<file path="config.mk">
export PLATFORM = sky130hd
export DESIGN_NAME = mmap_region_allocator
export DESIGN_NICKNAME = d
export VERILOG_FILES = /design/src/design/mra_pkg.sv /design/src/design/mra_overlap.sv /design/src/design/mmap_region_allocator.sv
export SDC_FILE = /design/constraint.sdc
export NUM_CORES = 2
export LEC_CHECK = 0
export BUFFER_PORTS_ARGS = -buffer_cell sky130_fd_sc_hd__clkbuf_2
export CORE_UTILIZATION = 50
export DETAILED_ROUTE_END_ITERATION = 12
export PLACE_DENSITY_LB_ADDON = 0.08
export SKIP_CTS_REPAIR_TIMING = 1
export SLEW_MARGIN = 10
export SYNTH_ARGS = -nofsm -noshare
export SYNTH_HDL_FRONTEND = slang
export SYNTH_HIERARCHICAL = 1
export SYNTH_SLANG_ARGS = --single-unit
</file>
<file path="constraint.sdc">
create_clock -name clk_i -period 16.8 [get_ports clk_i]
set_input_delay 2.52 -clock clk_i [delete_from_list [all_inputs] [get_ports clk_i]]
set_output_delay 2.52 -clock clk_i [all_outputs]
set_load 0.005 [all_outputs]
</file>
<file path="src/design/mra_pkg.sv">
// Shared types and constants for the mapped region allocator.
package mra_pkg;

  localparam logic [39:0] MapLo  = 40'h00_0010_0000;
  localparam logic [39:0] MapHi  = 40'h3F_FFFF_B000;
  localparam logic [39:0] SigLen = 40'h00_0000_1000;

  typedef enum logic [1:0] {
    CMD_MAP   = 2'd0,
    CMD_QUERY = 2'd1,
    CMD_CLEAR = 2'd2
  } cmd_e;

  typedef enum logic [1:0] {
    FK_INSTR = 2'd0,
    FK_LOAD  = 2'd1,
    FK_STORE = 2'd2,
    FK_OTHER = 2'd3
  } fault_kind_e;

  typedef enum logic [2:0] {
    CFG_CODE_START = 3'd0,
    CFG_CODE_SIZE  = 3'd1,
    CFG_STACK_START = 3'd2,
    CFG_STACK_SIZE = 3'd3,
    CFG_SIG_START  = 3'd4
  } cfg_idx_e;

  typedef enum logic [3:0] {
    ST_IDLE,
    ST_HINT_OBS,
    ST_HINT_REG,
    ST_SCAN_OBS,
    ST_SCAN_REG,
    ST_QUERY,
    ST_DONE
  } state_e;

  typedef struct packed {
    logic [1:0]  command;
    logic [38:0] hint_address;
    logic [38:0] length;
    logic [3:0]  protection;
    logic [15:0] req_flags;
    logic [37:0] fault_address;
    logic [1:0]  fault_kind;
  } req_t;

  typedef struct packed {
    logic        ok;
    logic [37:0] mapped_address;
    logic [3:0]  slot_used;
    logic        fault_allowed;
    logic        perm_read;
    logic        perm_write;
    logic        perm_exec;
  } rsp_t;

  // One obstacle for the overlap test against the candidate window.
  typedef struct packed {
    logic        en;
    logic [39:0] lo;
    logic [39:0] len;
  } obs_t;

  function automatic logic [39:0] page_up(input logic [39:0] v);
    logic [39:0] s;
    s = v + 40'hFFF;
    return {s[39:12], 12'h000};
  endfunction

endpackage

</file>
<file path="src/design/mra_overlap.sv">
// Shared overlap unit: tests one obstacle against the candidate window.
module mra_overlap (
  input  logic [39:0]   cand_i,
  input  logic [39:0]   len_i,
  input  mra_pkg::obs_t obs_i,
  output logic          hit_o,
  output logic [39:0]   end_o
);
  logic [39:0] cand_hi;
  assign cand_hi = cand_i + len_i;
  assign end_o   = obs_i.lo + obs_i.len;
  assign hit_o   = obs_i.en && (cand_i < end_o) && (obs_i.lo < cand_hi);
endmodule

</file>
<file path="src/design/mmap_region_allocator.sv">
// Top level: first-fit mapped region allocator with sequenced obstacle scan.
// Each map candidate gets a bound check, then the three fixed ranges, then one
// region per cycle through a single overlap unit. One command at a time;
// busy holds meanwhile. Reset empties the region table and loads register defaults.
// The result strobe lasts one cycle; the receiver cannot stall it.
module mmap_region_allocator #(
  parameter int REGION_SLOTS = 16
) (
  input  logic          clk_i,
  input  logic          rst_ni,
  input  logic          start,
  output logic          busy,
  input  mra_pkg::req_t req_i,
  input  logic          cfg_valid_i,
  output logic          cfg_ready_o,
  input  logic [2:0]    cfg_index_i,
  input  logic [38:0]   cfg_data_i,
  output logic          done_o,
  output mra_pkg::rsp_t rsp_o
);
  localparam int SW = (REGION_SLOTS > 1) ? $clog2(REGION_SLOTS) : 1;

  // configuration
  logic [37:0] code_start_q, stack_start_q, sig_start_q;
  logic [38:0] code_size_q, stack_size_q;

  assign cfg_ready_o = 1'b1;

  always_ff @(posedge clk_i or negedge rst_ni) begin
    if (!rst_ni) begin
      code_start_q  <= '0;
      code_size_q   <= '0;
      stack_start_q <= 38'h3F_FFFF_C000;
      stack_size_q  <= 39'h4000;
      sig_start_q   <= '0;
    end else if (cfg_valid_i) begin
      case (cfg_index_i)
        mra_pkg::CFG_CODE_START:  code_start_q  <= cfg_data_i[37:0];
        mra_pkg::CFG_CODE_SIZE:   code_size_q   <= cfg_data_i;
        mra_pkg::CFG_STACK_START: stack_start_q <= cfg_data_i[37:0];
        mra_pkg::CFG_STACK_SIZE:  stack_size_q  <= cfg_data_i;
        mra_pkg::CFG_SIG_START:   sig_start_q   <= cfg_data_i[37:0];
        default: ;
      endcase
    end
  end

  // region table: valid bits in flops, payload in plain registers
  logic [REGION_SLOTS-1:0] valid_q;
  logic [37:0] rstart_q [REGION_SLOTS];
  logic [38:0] rsize_q  [REGION_SLOTS];
  logic [2:0]  rprot_q  [REGION_SLOTS];

  mra_pkg::state_e state_q, state_d;
  mra_pkg::req_t   req_q;
  mra_pkg::rsp_t   rsp_q, rsp_d;
  logic [39:0] cand_q, cand_d, from_q, from_d, len_q, len_d, jump_q, jump_d;
  logic        wrap_q, wrap_d;
  logic [1:0]  oidx_q, oidx_d;
  logic [SW-1:0] ridx_q, ridx_d;
  logic [SW-1:0] slot_q, slot_d;
  logic        done_q, done_d;
  logic        do_write, do_clear;

  // lowest free slot
  logic          free_found;
  logic [SW-1:0] free_slot;
  always_comb begin
    free_found = 1'b0;
    free_slot  = '0;
    for (int i = REGION_SLOTS - 1; i >= 0; i--) begin
      if (!valid_q[i]) begin
        free_found = 1'b1;
        free_slot  = SW'(i);
      end
    end
  end

  // obstacle mux into the shared unit: fixed ranges first, then region slots
  mra_pkg::obs_t obs;
  logic          ov_hit;
  logic [39:0]   ov_end;
  always_comb begin
    obs = '0;
    if (state_q == mra_pkg::ST_SCAN_OBS && oidx_q != 2'd3) begin
      case (oidx_q)
        2'd0: obs = '{en: code_size_q != '0, lo: {2'b0, code_start_q},
                      len: {1'b0, code_size_q}};
        2'd1: obs = '{en: stack_size_q != '0, lo: {2'b0, stack_start_q},
                      len: {1'b0, stack_size_q}};
        default: obs = '{en: sig_start_q != '0, lo: {2'b0, sig_start_q},
                         len: mra_pkg::SigLen};
      endcase
    end else begin
      obs = '{en: valid_q[ridx_q], lo: {2'b0, rstart_q[ridx_q]},
              len: {1'b0, rsize_q[ridx_q]}};
    end
  end

  mra_overlap u_ovl (
    .cand_i (cand_q),
    .len_i  (len_q),
    .obs_i  (obs),
    .hit_o  (ov_hit),
    .end_o  (ov_end)
  );

  // query compare for one slot
  logic [39:0] q_addr;
  logic        q_hit;
  logic [2:0]  q_prot;
  logic        q_need;
  assign q_addr = {2'b0, req_q.fault_address};
  assign q_hit  = valid_q[ridx_q] && (q_addr >= {2'b0, rstart_q[ridx_q]}) &&
                  (q_addr < ov_end);
  assign q_prot = rprot_q[ridx_q];
  always_comb begin
    case (req_q.fault_kind)
      mra_pkg::FK_INSTR: q_need = q_prot[2];
      mra_pkg::FK_LOAD:  q_need = q_prot[0];
      mra_pkg::FK_STORE: q_need = q_prot[1];
      default:           q_need = 1'b0;
    endcase
  end

  logic        stack_hit;
  assign stack_hit = (stack_size_q != '0) && (q_addr >= {2'b0, stack_start_q}) &&
                     (q_addr < ({2'b0, stack_start_q} + {1'b0, stack_size_q})) &&
                     (req_q.fault_kind == mra_pkg::FK_LOAD ||
                      req_q.fault_kind == mra_pkg::FK_STORE);

  // sequencer
  always_comb begin
    logic [39:0] hint, plen, from;
    logic        cand_ok;
    state_d  = state_q;
    rsp_d    = rsp_q;
    cand_d   = cand_q;
    from_d   = from_q;
    len_d    = len_q;
    jump_d   = jump_q;
    wrap_d   = wrap_q;
    oidx_d   = oidx_q;
    ridx_d   = ridx_q;
    slot_d   = slot_q;
    done_d   = 1'b0;
    do_write = 1'b0;
    do_clear = 1'b0;
    hint     = {1'b0, req_q.hint_address};
    plen     = mra_pkg::page_up({1'b0, req_q.length});
    from     = (hint != '0) ? mra_pkg::page_up(hint) : mra_pkg::MapLo;
    if (from < mra_pkg::MapLo) from = mra_pkg::MapLo;
    cand_ok  = 1'b0;
    case (state_q)
      mra_pkg::ST_IDLE: begin
        rsp_d = '0;
        if (start) begin
          state_d = mra_pkg::ST_DONE;
          case (req_i.command)
            mra_pkg::CMD_MAP:   state_d = mra_pkg::ST_HINT_OBS;
            mra_pkg::CMD_QUERY: begin
              state_d = mra_pkg::ST_QUERY;
              ridx_d  = '0;
              rsp_d.ok = 1'b1;
            end
            mra_pkg::CMD_CLEAR: begin
              do_clear = 1'b1;
              rsp_d.ok = 1'b1;
            end
            default: ;
          endcase
        end
      end
      mra_pkg::ST_HINT_OBS: begin
        // legality checks, hint setup
        if ((req_q.req_flags & ~16'h8020) != '0 || !req_q.req_flags[5] ||
            req_q.protection[3] ||
            {1'b0, req_q.length} > (mra_pkg::MapHi - mra_pkg::MapLo) ||
            plen == '0 || !free_found) begin
          state_d = mra_pkg::ST_DONE;
        end else begin
          len_d  = plen;
          slot_d = free_slot;
          from_d = from;
          wrap_d = 1'b0;
          oidx_d = '0;
          ridx_d = '0;
          if (hint != '0 && hint[11:0] == '0 && hint + plen <= mra_pkg::MapHi) begin
            cand_d  = hint;
            state_d = mra_pkg::ST_HINT_REG;
          end else begin
            cand_d  = from;
            state_d = mra_pkg::ST_SCAN_REG;
          end
        end
      end
      mra_pkg::ST_HINT_REG, mra_pkg::ST_SCAN_REG: begin
        // entry for a candidate: check bounds (scan only), then fixed ranges in SCAN_OBS
        if (state_q == mra_pkg::ST_SCAN_REG &&
            !(cand_q + len_q <= mra_pkg::MapHi && (!wrap_q || cand_q < from_q))) begin
          if (!wrap_q) begin
            wrap_d = 1'b1;
            cand_d = mra_pkg::MapLo;
          end else begin
            state_d = mra_pkg::ST_DONE;
          end
        end else begin
          wrap_d  = wrap_q;
          oidx_d  = '0;
          ridx_d  = '0;
          jump_d  = '0;
          state_d = mra_pkg::ST_SCAN_OBS;
          if (state_q == mra_pkg::ST_HINT_REG) wrap_d = wrap_q;
          // all-ones jump marks the hint attempt
          if (state_q == mra_pkg::ST_HINT_REG) jump_d = 40'hFF_FFFF_FFFF;
        end
      end
      mra_pkg::ST_SCAN_OBS: begin
        // walk code, stack, signal stack, then regions; jump_q all-ones flags hint try
        if (oidx_q != 2'd3) begin
          if (ov_hit) begin
            if (jump_q == 40'hFF_FFFF_FFFF) begin
              cand_d  = from_q;
              state_d = mra_pkg::ST_SCAN_REG;
            end else begin
              jump_d  = ov_end;
              cand_d  = mra_pkg::page_up(ov_end);
              state_d = mra_pkg::ST_SCAN_REG;
            end
          end else begin
            oidx_d = oidx_q + 2'd1;
          end
        end else begin
          if (ov_hit) begin
            if (jump_q == 40'hFF_FFFF_FFFF) cand_d = from_q;
            else cand_d = mra_pkg::page_up(ov_end);
            state_d = mra_pkg::ST_SCAN_REG;
          end else if (ridx_q == SW'(REGION_SLOTS - 1)) begin
            cand_ok = 1'b1;
          end else begin
            ridx_d = ridx_q + SW'(1);
          end
        end
        if (cand_ok) begin
          do_write = 1'b1;
          rsp_d.ok = 1'b1;
          rsp_d.mapped_address = cand_q[37:0];
          rsp_d.slot_used = 4'(slot_q);
          state_d = mra_pkg::ST_DONE;
        end
      end
      mra_pkg::ST_QUERY: begin
        if (q_hit) begin
          rsp_d.fault_allowed = (q_prot != '0) && q_need;
          rsp_d.perm_read  = q_prot[0] | q_prot[1];
          rsp_d.perm_write = q_prot[1];
          rsp_d.perm_exec  = q_prot[2];
          state_d = mra_pkg::ST_DONE;
        end else if (ridx_q == SW'(REGION_SLOTS - 1)) begin
          rsp_d.fault_allowed = stack_hit;
          rsp_d.perm_read  = stack_hit;
          rsp_d.perm_write = stack_hit;
          state_d = mra_pkg::ST_DONE;
        end else begin
          ridx_d = ridx_q + SW'(1);
        end
      end
      mra_pkg::ST_DONE: begin
        done_d  = 1'b1;
        state_d = mra_pkg::ST_IDLE;
      end
      default: state_d = mra_pkg::ST_IDLE;
    endcase
  end

  always_ff @(posedge clk_i or negedge rst_ni) begin
    if (!rst_ni) begin
      state_q <= mra_pkg::ST_IDLE;
      valid_q <= '0;
      done_q  <= 1'b0;
      oidx_q  <= '0;
      ridx_q  <= '0;
      wrap_q  <= 1'b0;
    end else begin
      state_q <= state_d;
      done_q  <= done_d;
      oidx_q  <= oidx_d;
      ridx_q  <= ridx_d;
      wrap_q  <= wrap_d;
      if (do_clear) valid_q <= '0;
      else if (do_write) valid_q[slot_q] <= 1'b1;
    end
  end

  always_ff @(posedge clk_i) begin
    if (state_q == mra_pkg::ST_IDLE && start) req_q <= req_i;
    rsp_q  <= rsp_d;
    cand_q <= cand_d;
    from_q <= from_d;
    len_q  <= len_d;
    jump_q <= jump_d;
    slot_q <= slot_d;
    if (do_write) begin
      rstart_q[slot_q] <= cand_q[37:0];
      rsize_q[slot_q]  <= len_q[38:0];
      rprot_q[slot_q]  <= req_q.protection[2:0];
    end
  end

  assign busy   = (state_q != mra_pkg::ST_IDLE);
  assign done_o = done_q;
  assign rsp_o  = done_q ? rsp_q : '0;

endmodule
</file>
**Yosys cells after proc, flatten, opt, wreduce, memory -nomap -nowiden**

Memory sizes are Yosys's and may differ from the RTL's.
Cells that the tools add are included.

- Memory bits (writable): 1088
- Logic and storage cells: 267
- Input bits: 186
- Output and inout port bits: 50
- Register bits after elaboration: 556
- Memories: 3

Memory list:

| memory | depth | bits a word | rd ports | clocked after Yosys merged registers in | write ports | line | text |
|---|---|---|---|---|---|---|---|
| rstart_q | 16 | 38 | 1 | 0 | 1 | mmap_region_allocator.sv:50 | `logic [37:0] rstart_q [REGION_SLOTS];` |
| rsize_q | 16 | 27 | 1 | 0 | 1 | mmap_region_allocator.sv:51 | `logic [38:0] rsize_q [REGION_SLOTS];` |
| rprot_q | 16 | 3 | 1 | 0 | 1 | mmap_region_allocator.sv:52 | `logic [2:0] rprot_q [REGION_SLOTS];` |

- Mux-type cells: 104
- Bitwise operators: 3
- Reductions and logical operators: 67
- Equality and inequality tests: 35
- Add/sub/neg operators: 9
- Magnitude comparators: 14

Operator list:

| kind | count |
|---|---|
| $mux 40 | 13 |
| $pmux 81 s2 | 1 |
| $lt 40x40->1 | 3 |
| $pmux 40 s3 | 1 |
| $reduce_bool 39->1 | 3 |
| $mux 4 | 23 |
| $pmux 43 s2 | 1 |
| $mux 81 | 1 |
| $add 39x12->40 const B | 2 |
| $add 40x40->40 | 2 |
| $le 40x38->1 const B | 2 |
| $lt 38x40->1 | 2 |
| $pmux 40 s2 | 1 |
| $ge 38x38->1 | 2 |
| $mux 47 | 1 |
| $mux 43 | 1 |
| $add 38x39->40 | 1 |
| $add 39x40->40 | 1 |
| $add 40x12->40 const B | 1 |
| $eq 40x40->1 const B | 1 |
| $lt 40x21->1 const B | 1 |
| $pmux 4 s5 | 2 |
| $gt 39x38->1 const B | 1 |
| $reduce_bool 38->1 | 1 |
| other kinds (50) | 164 |

**Logic depth before layout (Yosys ltp)**

- Depth after elaboration: 20
- Mapped depth: 37
- Mapped depth without buffers: 32

**Hierarchy**

Netlist, hierarchy kept.

By module, submodules not included:

| module | area each (sq um) | seq. area each (sq um) | instances | cells each |
|---|---|---|---|---|
| mmap_region_allocator | 74861.8 | 47912.2 | 1 | 5168 |
| mra_overlap | 6388.6 | 0.0 | 1 | 870 |

**Least setup slack after synthesis**

No wires, ideal clock.

- Kind: reg-to-reg
- From: reg ridx_q[0]
- To: mem rprot_q[0][0] (enable)
- Arrival: 11374 ps
- Required time: 16220 ps
- Cell stages (with the launch flop): 29
- Path slack: 4846 ps
- Setup time: 580 ps
- Period minus slack after synthesis: 11954 ps
- Path buffers: 5
- Cells stage by stage: dfrtp_1 buf_2 buf_1 buf_1 buf_1 mux4_2 o221ai_1 a21oi_1 ha_1 clkbuf_1 nand4_1 or3_2 nor3_1 a21o_1 o21ai_1 o31ai_2 xnor2_1 ha_1 nand4_1 nor4_1 nand2_1 nand4_1 a2111oi_0 nand2_1 a41oi_1 o21a_1 or3_1 or3_1 nor3_1

RTL lines:

| what | line | text |
|---|---|---|
| from (decl) | mmap_region_allocator.sv:60 | `logic [SW-1:0] ridx_q, ridx_d;` |
| from (signal assigned) | mmap_region_allocator.sv:288 | `ridx_q <= ridx_d;` |
| to (decl) | mmap_region_allocator.sv:52 |  |

==> flow_summary.json <==
{
  "clock_latency_ns": 0.84,
  "crit_fanout": 34,
  "start_kind": "register",
  "final_cell_mix": "1,412 x edfxtp_1, 437 x ha_1, 383 x a21oi_1, 319 x nand2_1, 287 x mux2i_1",
  "synth-seq-area-share_pct": 59.0,
  "crit_slowest_cell": "nor3_2",
  "critPathTopFamily": "simple AND/OR/NAND/NOR gates",
  "synth_ff_type": "edfxtp_1",
  "met3WireLength_um": 20200,
  "overflow": 0,
  "peakVddDrop_v": 0.000145,
  "syn-cell-area_sq_um": 81300,
  "place_inst": 8313,
  "ant_nets": 0,
  "drt_first_iter_violations": 5799,
  "p_leak_nw": 33.3,
  "p_int_mw": 8.80,
  "route.detailed.drc": 0,
  "yosys.area.top_type": "edfxtp_1",
  "grt_pass1_wl_um": 368000,
  "crit_type": "register to register",
  "wl_met2_um": 117000,
  "path_clk_slew_ns": 0.06,
  "setup_viol": 0,
  "num-nets-final": 6957,
  "cp.required_ns": 17.23,
  "combPwrFrac_pct": 36.0,
  "synth_area_leaders": "edfxtp_1 52%, ha_1 6.8%, dfrtp_1 6.0%, mux4_2 3.9%, mux2i_1 3.5%",
  "yosysUniqueCellTypes": 107,
  "cp.arrival_ns": 12.50,
  "cpMostUsedCell": "buf_4",
  "num_vias": 55000,
  "cts.sinks": 1631,
  "antenna_found_initial": 13,
  "ys_async_sr_fraction_pct": 13.4,
  "dr.pass1.iters": 6,
  "rsz0062_at_grt": "false",
  "crit_path_end_kind": "register",
  "power_density_nw_per_um2": 152,
  "max-slew-margin-rel_pct": 12.9,
  "slew_viol_final": 0,
  "stdcell_count": 8642,
  "gp_congestion": 0.949,
  "cts-root-buf": "clkbuf_16",
  "post-dp-hpwl_um": 177000,
  "hp-class": "register to register",
  "seq_power_share_pct": 36.3,
  "finalHoldViolCount": 0,
  "start_util_pct": 50.5,
  "grt_max_degree": 124,
  "viasPerCell": 6.36,
  "fin_setup_tns_ns": 0,
  "highest_layer": "met5",
  "wl_per_cell_um": 30.1,
  "slowest_delay_ns": 0.96,
  "io_buffers": 233,
  "period_minus_slack_ns": 12.07,
  "synth_edf_count": 1412,
  "finalCritPeriodShare_pct": 71.8,
  "swShare_pct": 36.7,
  "critPathBufInv": 6,
  "cts_tree": "yes",
  "syn_avg_cell_area_sq_um": 13.5,
  "cts_buffers": 172,
  "met1Wirelength_um": 113000,
  "dieArea_sq_um": 164000,
  "fmax_ghz": 0.0829,
  "die_w_um": 405,
  "grt_pass1_vias": 52300,
  "row_count": 147,
  "coreArea_sq_um": 161000,
  "drive_gt1_share_pct": 16.0,
  "outcome": "completed",
  "hold_ws_ns": 0.510,
  "yosys_warnings": 6,
  "power.share.clock_pct": 27.6,
  "final_common_cell": "edfxtp_1",
  "htreeDepth": 4,
  "drt_wl_total_um": 260000,
  "clock_tree.buffer_depth": 3,
  "synth_seq_cells": 1631,
  "synth_top_area_share_pct": 52.2,
  "syn_to_final_growth_pct": 12.1,
  "postSynthCellCount": 6038,
  "grt_usage_pct": 31.4,
  "maxCapViolations": 0,
  "switchingPower_mw": 5.09,
  "worst_clock_skew_ns": 0.0397,
  "worst_pin_slew_ns": 1.29,
  "io-pin-count": 236,
  "die_h_um": 405
}
## worst reg2reg max path, delay by kind of cell, from the launching register on
family / cells / cell delay (ns)
compound gates: 12 / 3.43
xor+xnor: 1 / 0.16
fa+ha+maj: 2 / 0.57
buf+inv: 6 / 2.79
flops: 1 / 0.74
simple gates: 11 / 3.87
## cell type report
cell class | instances | area [sq um]
fillers | 13000 | 69800
flip-flops and latches | 1631 | 47900
multi-input cells | 3901 | 31600
clock buffers | 225 | 4650
well taps | 2160 | 2700
repair buffers | 357 | 2140
clock inverters | 98 | 1050
inverters | 264 | 992
diodes | 6 | 15.0
## path summary, 6_finish.rpt
check	from	end	slack (ns)	cells past startpoint
max	ridx_q[1]$_DFFE_PN0P_	rsize_q[0][17]$_DFFE_PP_	4.73	32
min	code_start_q[16]$_DFFE_PN0P_	code_start_q[16]$_DFFE_PN0P_	0.51	1
max reg2reg	ridx_q[1]$_DFFE_PN0P_	rsize_q[0][17]$_DFFE_PP_	4.73	32
min reg2reg	code_start_q[16]$_DFFE_PN0P_	code_start_q[16]$_DFFE_PN0P_	0.51	1
max in group asynchronous	rst_ni	sig_start_q[20]$_DFFE_PN0P_	12.90	3
min in group asynchronous	rst_ni	stack_start_q[4]$_DFFE_PN0P_	1.75	1
## state kept, by name, indices dropped and copies added (netlist names), 28 cells and up
name	flops
rstart_q	608
rsize_q	432
req_q	99
rprot_q	48
rsp_q	47
cand_q	40
jump_q	40
code_size_q	39
stack_size_q	39
code_start_q	38
q_addr	38
sig_start_q	38
stack_start_q	38
from_q	28
len_q	28
## power by group through the flow
stage / clock network (mW) / logic (mW) / registers (mW)
finish: 3.84 / 5.01 / 5.04
global route: 4.03 / 5.41 / 5.07
CTS: 3.88 / 4.91 / 5.04
detailed placement: 0 / 4.88 / 5.12
global placement: 0 / 4.82 / 5.11
floorplan: 0 / 3.41 / 4.99
## synthesized netlist by cell type (all sizes together) (25+ instances only)
| library cell | count |
|---|---|
| ha | 439 |
| o21ai | 244 |
| nand4 | 113 |
| o21a | 47 |
| xor2 | 78 |
| a21o | 158 |
| o21bai | 30 |
| xnor2 | 140 |
| mux2 | 158 |
| clkbuf | 195 |
| dfrtp | 194 |
| a221oi | 152 |
| nor2b | 25 |
| and2 | 110 |
| nor4 | 78 |
| nand2b | 37 |
| nand3 | 104 |
| a211oi | 67 |
| inv | 263 |
| a31oi | 33 |
| a21oi | 391 |
| mux2i | 287 |
| edfxtp | 1412 |
| nor3 | 67 |
| a22o | 51 |
| mux4 | 141 |
| o221ai | 85 |
| dfstp | 25 |
| and3 | 29 |
| buf | 75 |
| nor2 | 204 |
| nand2 | 324 |
## per-layer routing
metal  global-route usage [%]  vias up
li1                         -    24300
met1                     45.3    27900
met2                     48.2     2404
met3                     5.01      398
met4                     10.9       10
met5                        0        -
## cells by family (layout without fill, tap and decap cells)
group                    Yosys count  count (layout)  share of synthesized area, %
other                              2              37                       0.00924
XOR/XNOR                         218             218                          2.35
multiplexers                     586             586                          9.64
flip-flops                      1631            1631                          59.0
buffers and inverters            535             944                          2.60
AND/OR/NAND/NOR                 1160            1160                          7.19
AO/OA/AOI/OAI                   1462            1462                          12.4
adder cells (fa/ha/maj)          444             444                          6.88
## per-stage QoR
stage	instance area [sq um]	util, %	worst slack, ns	total power, mW
floorplan	81400	-	4.85	8.40
global placement	85400	53.1	5.07	9.93
detailed placement	85400	53.1	4.94	10.0
CTS	91100	56.6	4.86	13.8
global route	91100	56.6	4.36	14.5
finish	91100	56.6	4.73	13.9
No activity file was read; power rests on OpenSTA's default activity.
